<file path="src/hdl/tsg_pkg.sv">
// tsg_pkg: shared constants, datapath command codes and the control/status
// structs of the transient shaper gain unit. No dependencies.
package tsg_pkg;

   // Frame and sample format
   localparam int CHANNELS    = 4;
   localparam int CH_BITS     = 2;
   localparam int CNT_BITS    = 3;   // holds a channel count 0..CHANNELS and more
   localparam int SAMPLE_BITS = 24;

   // Envelope format: magnitude with ENV_FRAC fraction bits
   localparam int ENV_BITS  = 32;
   localparam int ENV_FRAC  = ENV_BITS - SAMPLE_BITS;
   localparam int COEF_BITS = 16;
   localparam int SUM_BITS  = ENV_BITS + CH_BITS;

   // Amount (Q3.12) and gains (Q4.12)
   localparam int AMT_FRAC   = 12;
   localparam int AMT_BITS   = 15;
   localparam int GAIN_BITS  = 16;
   localparam int GMUL_BITS  = 32;   // Q.24 frame gain
   localparam logic [AMT_BITS-1:0] AMOUNT_ONE = AMT_BITS'(4096);
   localparam logic [AMT_BITS-1:0] AMOUNT_MAX = AMT_BITS'(16384);

   // Divider sizes: the quotient stays below 2^AMT_BITS or is saturated
   localparam int DIV_STEPS = AMT_BITS;
   localparam int REM_BITS  = SUM_BITS + DIV_STEPS - 1;
   localparam int STEP_BITS = 4;

   // Shared multiplier and accumulator
   localparam int MA_BITS  = 33;
   localparam int MB_BITS  = 25;
   localparam int ACC_BITS = MA_BITS + MB_BITS;

   // Configuration register indexes
   localparam int CSR_IDX_BITS = 3;
   localparam logic [CSR_IDX_BITS-1:0] REG_FAST_ATTACK  = 3'd0;
   localparam logic [CSR_IDX_BITS-1:0] REG_FAST_RELEASE = 3'd1;
   localparam logic [CSR_IDX_BITS-1:0] REG_SLOW_ATTACK  = 3'd2;
   localparam logic [CSR_IDX_BITS-1:0] REG_SLOW_RELEASE = 3'd3;
   localparam logic [CSR_IDX_BITS-1:0] REG_TRANS_GAIN   = 3'd4;
   localparam logic [CSR_IDX_BITS-1:0] REG_SUSTAIN_GAIN = 3'd5;
   localparam logic [CSR_IDX_BITS-1:0] REG_ACTIVE       = 3'd6;

   // Register reset values
   localparam logic [COEF_BITS-1:0] RST_FAST_ATTACK  = 16'd64189;
   localparam logic [COEF_BITS-1:0] RST_FAST_RELEASE = 16'd64859;
   localparam logic [COEF_BITS-1:0] RST_SLOW_ATTACK  = 16'd65401;
   localparam logic [COEF_BITS-1:0] RST_SLOW_RELEASE = 16'd65502;
   localparam logic [GAIN_BITS-1:0] RST_TRANS_GAIN   = 16'd4096;
   localparam logic [GAIN_BITS-1:0] RST_SUSTAIN_GAIN = 16'd4096;
   localparam logic [CNT_BITS-1:0]  RST_ACTIVE       = 3'd2;

   // Datapath operations, one per cycle
   typedef enum logic [3:0] {
      OP_NONE,
      OP_LOAD_IN,
      OP_FAST_MUL1,
      OP_FAST_MUL2,
      OP_SLOW_MUL1,
      OP_SLOW_MUL2,
      OP_SLOW_WB,
      OP_DIV_INIT,
      OP_DIV_STEP,
      OP_AMOUNT,
      OP_GAIN_MUL,
      OP_GAIN_WB,
      OP_OUT_MUL,
      OP_OUT_WB,
      OP_LOAD_OUT
   } op_type;

   typedef struct packed {
      op_type              op;
      logic [CH_BITS-1:0]  ch;
   } cmd_type;

   typedef struct packed {
      logic [CH_BITS-1:0]  last_ch;   // highest active channel of the frame
   } status_type;

endpackage

</file>
<file path="src/hdl/tsg_ctrl.sv">
// tsg_ctrl: sequencer of the transient shaper gain unit. Steps the datapath
// through envelope updates, division, gain and output scaling. Uses tsg_pkg.
module tsg_ctrl (
   input  logic                  clock,
   input  logic                  reset,
   input  logic                  req_valid,
   output logic                  req_ready,
   output logic                  rsp_valid,
   input  logic                  rsp_ready,
   output tsg_pkg::cmd_type      cmd,
   input  tsg_pkg::status_type   status
);

   typedef enum logic [3:0] {
      ST_IDLE,
      ST_F1,
      ST_F2,
      ST_S1,
      ST_S2,
      ST_SWB,
      ST_DIV_INIT,
      ST_DIV,
      ST_AMOUNT,
      ST_GAIN,
      ST_GAIN_WB,
      ST_O1,
      ST_O2,
      ST_FIN
   } state_type;

   state_type                          state_ff, state_in;
   logic [tsg_pkg::CH_BITS-1:0]        ch_ff, ch_in;
   logic [tsg_pkg::STEP_BITS-1:0]      step_ff, step_in;
   logic                               rsp_valid_ff, rsp_valid_in;

   assign req_ready = (state_ff == ST_IDLE);
   assign rsp_valid = rsp_valid_ff;

   // Next state and command decode
   always_comb begin
      state_in     = state_ff;
      ch_in        = ch_ff;
      step_in      = step_ff;
      rsp_valid_in = rsp_valid_ff && !rsp_ready;
      cmd.op       = tsg_pkg::OP_NONE;
      cmd.ch       = ch_ff;
      unique case (state_ff)
         ST_IDLE: begin
            if (req_valid) begin
               cmd.op   = tsg_pkg::OP_LOAD_IN;
               ch_in    = '0;
               state_in = ST_F1;
            end
         end
         ST_F1: begin
            cmd.op   = tsg_pkg::OP_FAST_MUL1;
            state_in = ST_F2;
         end
         ST_F2: begin
            cmd.op   = tsg_pkg::OP_FAST_MUL2;
            state_in = ST_S1;
         end
         ST_S1: begin
            cmd.op   = tsg_pkg::OP_SLOW_MUL1;
            state_in = ST_S2;
         end
         ST_S2: begin
            cmd.op   = tsg_pkg::OP_SLOW_MUL2;
            state_in = ST_SWB;
         end
         ST_SWB: begin
            cmd.op = tsg_pkg::OP_SLOW_WB;
            if (ch_ff == status.last_ch) begin
               state_in = ST_DIV_INIT;
            end else begin
               ch_in    = ch_ff + 1'b1;
               state_in = ST_F1;
            end
         end
         ST_DIV_INIT: begin
            cmd.op   = tsg_pkg::OP_DIV_INIT;
            step_in  = '0;
            state_in = ST_DIV;
         end
         ST_DIV: begin
            cmd.op  = tsg_pkg::OP_DIV_STEP;
            step_in = step_ff + 1'b1;
            if (step_ff == tsg_pkg::STEP_BITS'(tsg_pkg::DIV_STEPS - 1)) begin
               state_in = ST_AMOUNT;
            end
         end
         ST_AMOUNT: begin
            cmd.op   = tsg_pkg::OP_AMOUNT;
            state_in = ST_GAIN;
         end
         ST_GAIN: begin
            cmd.op   = tsg_pkg::OP_GAIN_MUL;
            state_in = ST_GAIN_WB;
         end
         ST_GAIN_WB: begin
            cmd.op   = tsg_pkg::OP_GAIN_WB;
            ch_in    = '0;
            state_in = ST_O1;
         end
         ST_O1: begin
            cmd.op   = tsg_pkg::OP_OUT_MUL;
            state_in = ST_O2;
         end
         ST_O2: begin
            cmd.op = tsg_pkg::OP_OUT_WB;
            if (ch_ff == tsg_pkg::CH_BITS'(tsg_pkg::CHANNELS - 1)) begin
               state_in = ST_FIN;
            end else begin
               ch_in    = ch_ff + 1'b1;
               state_in = ST_O1;
            end
         end
         ST_FIN: begin
            // wait until the output register is free
            if (!rsp_valid_ff || rsp_ready) begin
               cmd.op       = tsg_pkg::OP_LOAD_OUT;
               rsp_valid_in = 1'b1;
               state_in     = ST_IDLE;
            end
         end
         default: begin
            state_in = ST_IDLE;
         end
      endcase
   end

   // State and registered outputs
   always_ff @(posedge clock) begin
      if (reset) begin
         state_ff     <= ST_IDLE;
         ch_ff        <= '0;
         step_ff      <= '0;
         rsp_valid_ff <= 1'b0;
      end else begin
         state_ff     <= state_in;
         ch_ff        <= ch_in;
         step_ff      <= step_in;
         rsp_valid_ff <= rsp_valid_in;
      end
   end

endmodule

</file>
<file path="config.mk">
export PLATFORM = sky130hd
export DESIGN_NAME = tsg_ctrl
export DESIGN_NICKNAME = d
export VERILOG_FILES = /design/src/hdl/tsg_pkg.sv /design/src/hdl/tsg_ctrl.sv
export SDC_FILE = /design/constraint.sdc
export NUM_CORES = 1
export LEC_CHECK = 0
export BUFFER_PORTS_ARGS = -buffer_cell sky130_fd_sc_hd__buf_2
export CAP_MARGIN = 10
export CORE_MARGIN = 5
export CORE_UTILIZATION = 40
export DETAILED_ROUTE_END_ITERATION = 8
export HOLD_SLACK_MARGIN = 0.05
export PLACE_DENSITY_LB_ADDON = 0.15
export SLEW_MARGIN = 25
export SYNTH_ARGS = -nofsm -noshare
export SYNTH_HDL_FRONTEND = slang
export SYNTH_SLANG_ARGS = --single-unit
</file>
<file path="constraint.sdc">
create_clock -name clock -period 3.1 [get_ports clock]
set_input_delay 0.62 -clock clock [delete_from_list [all_inputs] [get_ports clock]]
set_output_delay 0.62 -clock clock [all_outputs]
set_load 0.02 [all_outputs]
</file>
# Word-level counts from Yosys, hierarchy flattened
# Cells that the tools add are included.
[totals]
register_bits = 11
inputBits = 6
output_inout_bits = 8
wordCells = 52
[classes]
n_addsub = 2
n_eq_ne = 21
muxes = 16
reduce_logical = 9
[op_table]
columns = ["op", "n"]
rows = [
  ["4-bit case mux with 14 select lines", 2],
  ["4-bit equality test (second input constant)", 7],
  ["4-bit by 3-bit equality test with 1-bit output (second input constant)", 4],
  ["4-bit 2-to-1 mux", 4],
  ["2-bit != test (second input constant)", 5],
  ["4-bit by 2-bit equality test with 1-bit output (second input constant)", 2],
  ["2-bit case mux with 4 select lines", 1],
  ["4-bit case mux with 2 select lines", 1],
  ["2-bit 2-to-1 mux", 3],
  ["3-bit 2-to-1 mux", 2],
  ["4-bit by 1-bit adder with 4-bit output (second input constant)", 1],
  ["4-bit by 1-bit equality test with 1-bit output (second input constant)", 1],
  ["4-bit zero test", 1],
  ["4-bit AND reduction", 1],
  ["4-bit nonzero test", 1],
  ["1-bit 2-to-1 mux", 3],
  ["3-bit AND reduction", 1],
  ["2-bit by 1-bit adder with 2-bit output (second input constant)", 1],
  ["2-bit equality test", 1],
  ["2-bit equality test (second input constant)", 1],
  ["1-bit zero test", 2],
  ["2-bit nonzero test", 1],
  ["1-bit logical AND", 1],
  ["1-bit logical OR", 1],
]

# Longest topological paths before layout
[depth]
depth_word = 4
depth_mapped = 6
depth_no_buf = 6

# Worst setup path after synthesis
# OpenSTA, ideal clock, no wires.
[synth_timing]
kind = "reg-to-output"
startpoint = "register state_ff[1]"
endpoint = "output port cmd[2] in the netlist's numbering"
t_arrival_ns = 1.431
required_time_ns = 2.480
slack_ns = 1.049
stages_incl_launch_ff = 5
path_buffers = 2
cell_sequence = "dfxtp_1 -> buf_2 -> buf_6 -> nor4_1 -> a311oi_1"
[synth_rtl]
columns = ["item", "line", "text"]
rows = [
  ["start, declared", "tsg_ctrl.sv:31", "state_type state_ff, state_in;"],
  ["start signal, assigned", "tsg_ctrl.sv:140", "state_ff <= state_in;"],
  ["end, declared", "tsg_ctrl.sv:10", "output tsg_pkg::cmd_type cmd,"],
]

==> summary.json <==
{
  "max_freq_mhz": 428.8,
  "post_cts_resize_count": 0,
  "synthTopCellsByArea": "sky130_fd_sc_hd__dfxtp_1 27%, sky130_fd_sc_hd__a21oi_1 8.5%, sky130_fd_sc_hd__ha_1 4.6%",
  "dp_slack_ns": 1.048,
  "antenna_cells_inserted": 0,
  "remaining_design_rule_violation_count": 0,
  "placementRows": 16,
  "detailed_place_hpwl_um": 1365,
  "antenna_found_initial": 0,
  "cts.root.buffer_cell": "sky130_fd_sc_hd__clkbuf_4",
  "final.setup_skew_ns": 0.002226,
  "syn-num-nets": 111,
  "hold_buffers": 0,
  "maxCapViolCount": 0,
  "crit_type": "reg2out",
  "grt_first_pass_wirelength_um": 3456,
  "synth_cells": 102,
  "drt_pre_antenna_iters": 4,
  "period_needed_ns": 2.332,
  "synth-seq-area-share_pct": 26.87,
  "most_common_library_cell_in_the_layout_ignoring_fill_and_taps": "sky130_fd_sc_hd__a21oi_1",
  "fp.dieArea_um2": 3054,
  "syn_to_final_growth_pct": 10.23,
  "fillers": 229,
  "wirelength_um": 1902,
  "timing.final.ws_setup_ns": 0.7681,
  "globalRoute.totalOverflow": 0,
  "library_cell_occupying_the_most_area_in_the_post_synthesis_netlist": "sky130_fd_sc_hd__dfxtp_1",
  "die_width_um": 55.27,
  "report.final.slew_viol_count": 0,
  "layout-drive-gt1-share_pct": 20.35,
  "clk_latency_ns": 0.26,
  "outcome": "complete, no violations",
  "average_detailed_routed_wire_length_per_instance_um": 13.59,
  "worst_slew_pin_slew_ns": 0.8185,
  "grt_max_degree": 25,
  "final_nets": 123,
  "cts_max_path_buffers": 2,
  "die-height_um": 55.27,
  "timing.final.setup_violations": 0,
  "critical_path.endpoint_type": "primary output",
  "vias": 787,
  "cts-buffers-inserted": 3,
  "clock-sinks": 11,
  "cts_tree": "done",
  "ant_nets": 0,
  "final-hold-violation-count": 0,
  "clock_pin_slew_worst_setup_and_hold_paths_ns": 0.07,
  "final_min_period_over_clock_period_pct": 75.22,
  "timing.critical_path.required_ns": 2.48,
  "postCtsSetupRepairBufs": 0,
  "yosysTopAreaCellShare_pct": 26.87,
  "power.ir.vdd_worst_v": 0.0002584,
  "leakagePower_uw": 0.0003538,
  "post_drt_via_cell_ratio": 5.621,
  "ys_ff_latch": 11,
  "global_router_s_overall_resource_usage_pct": 13.58,
  "avgSynthCellArea_um2": 8.035,
  "first_global_vias": 759,
  "synth-warning-count": 0,
  "cp.arrival_ns": 1.71,
  "path_max_fanout": 24,
  "initialDrtViolationCount": 14,
  "floorplan.core_area_um2": 1962,
  "pin_count": 14,
  "netlist_area_um2": 819.5,
  "cts_max_level": 1,
  "layout.cells.most_common_list": "14 x sky130_fd_sc_hd__a21oi_1, 13 x sky130_fd_sc_hd__buf_2, 11 x sky130_fd_sc_hd__dfxtp_1",
  "gp_routability_congestion": 0.7688,
  "slew-limit-headroom_pct": 45.36,
  "power_density_nw_per_um2": 581.2,
  "initial_core_util_pct": 41.77,
  "startpoint_type": "register",
  "synth.lib_cells_used.distinct": 40,
  "hold_class": "reg2reg",
  "setup-tns-final_ns": 0,
  "io_buffers": 13,
  "grt_setup_unrepaired": "false"
}
per-stage QoR:
step           total power [uW]  utilization [%]  area (um2)  hold slack (ns)  instances
3_3_place_gp              429.5            44.71       877.1           0.4744        136
2_1_floorplan             389.3                -       819.5           0.4590        102
4_1_cts                   533.3            46.05       903.4           0.4970        140
3_5_place_dp              430.4            44.71       877.1           0.4848        136
5_1_grt                   570.2            46.05       903.4           0.5273        140
6_report                  525.0            46.05       903.4           0.4945        140
power breakdown:
| part | internal (uW) | switching [uW] | total [uW] |
|---|---|---|---|
| combinational | 90.3 | 138 | 229 |
| clock | 49.7 | 48.4 | 98.1 |
| sequential | 154 | 44.4 | 198 |
| total | 294 | 231 | 525 |
synthesized netlist by cell type (all sizes together):
library cell and count:
a21oi 14, dfxtp 11, o21ai 10, buf 6, inv 6, nand2 6
nor2 4, nor3 4, ha 3, nand3 3, xnor2 3, a311oi 2
and2 2, nand2b 2, nand3b 2, nor4 2, o211ai 2, o41ai 2
or3 2, or4 2, a2111oi 1, a221oi 1, a22o 1, a31oi 1
a41o 1, and3 1, and4 1, clkbuf 1, mux2 1, nor2b 1
nor3b 1, o22ai 1, o32ai 1, or3b 1
worst paths after layout:
check | slack (ns) | startpoint | to | cells past startpoint
min reg2reg | 0.49 | step_ff[3] | step_ff[3] | 2
min | 0.49 | step_ff[3] | step_ff[3] | 2
max reg2reg | 1.27 | state_ff[1] | ch_ff[0] | 4
max | 0.77 | state_ff[1] | cmd[5] | 3
critical path, stage by stage (launching register included):
cell and delay, ns:
sky130_fd_sc_hd__dfxtp_1 0.86, sky130_fd_sc_hd__nand3b_4 0.24, sky130_fd_sc_hd__o21ai_1 0.17, sky130_fd_sc_hd__buf_2 0.18
layer usage:
metal  share of wire (%)  up-vias  global-route usage [%]  routed length (um)
met5                   0        -                       0                   0
met4                0.68        0                   5.208                  13
met3                 4.6        2                   3.263                  87
met2                  47       13                   22.13                 903
met1                  47      368                   17.16                 897
li1                    -      404                       -                   -
flip-flops by register name, summed over array words and instances (netlist names):
register	count
rsp_valid	1
step_ff	4
ch_ff	2
state_ff	4
cell families after synthesis:
kind of cell	Yosys count	synth area share, %
AO/OA/AOI/OAI	37	29.62
AND/OR/NAND/NOR	34	24.73
buffers and inverters	13	8.701
flip-flops	11	26.87
XOR/XNOR	3	4.123
adder cells (fa/ha/maj)	3	4.581
multiplexers	1	1.374
cell type report:
type | instances | area, um2 | area share, %
clock buffer | 4 | 26.28 | 2.909
inverter | 6 | 22.52 | 2.493
multi-input combinational | 78 | 528.0 | 58.45
sequential | 11 | 220.2 | 24.38
tap | 27 | 33.78 | 3.740
timing repair buffer | 14 | 72.57 | 8.033
No activity file was read; power rests on OpenSTA's default activity.
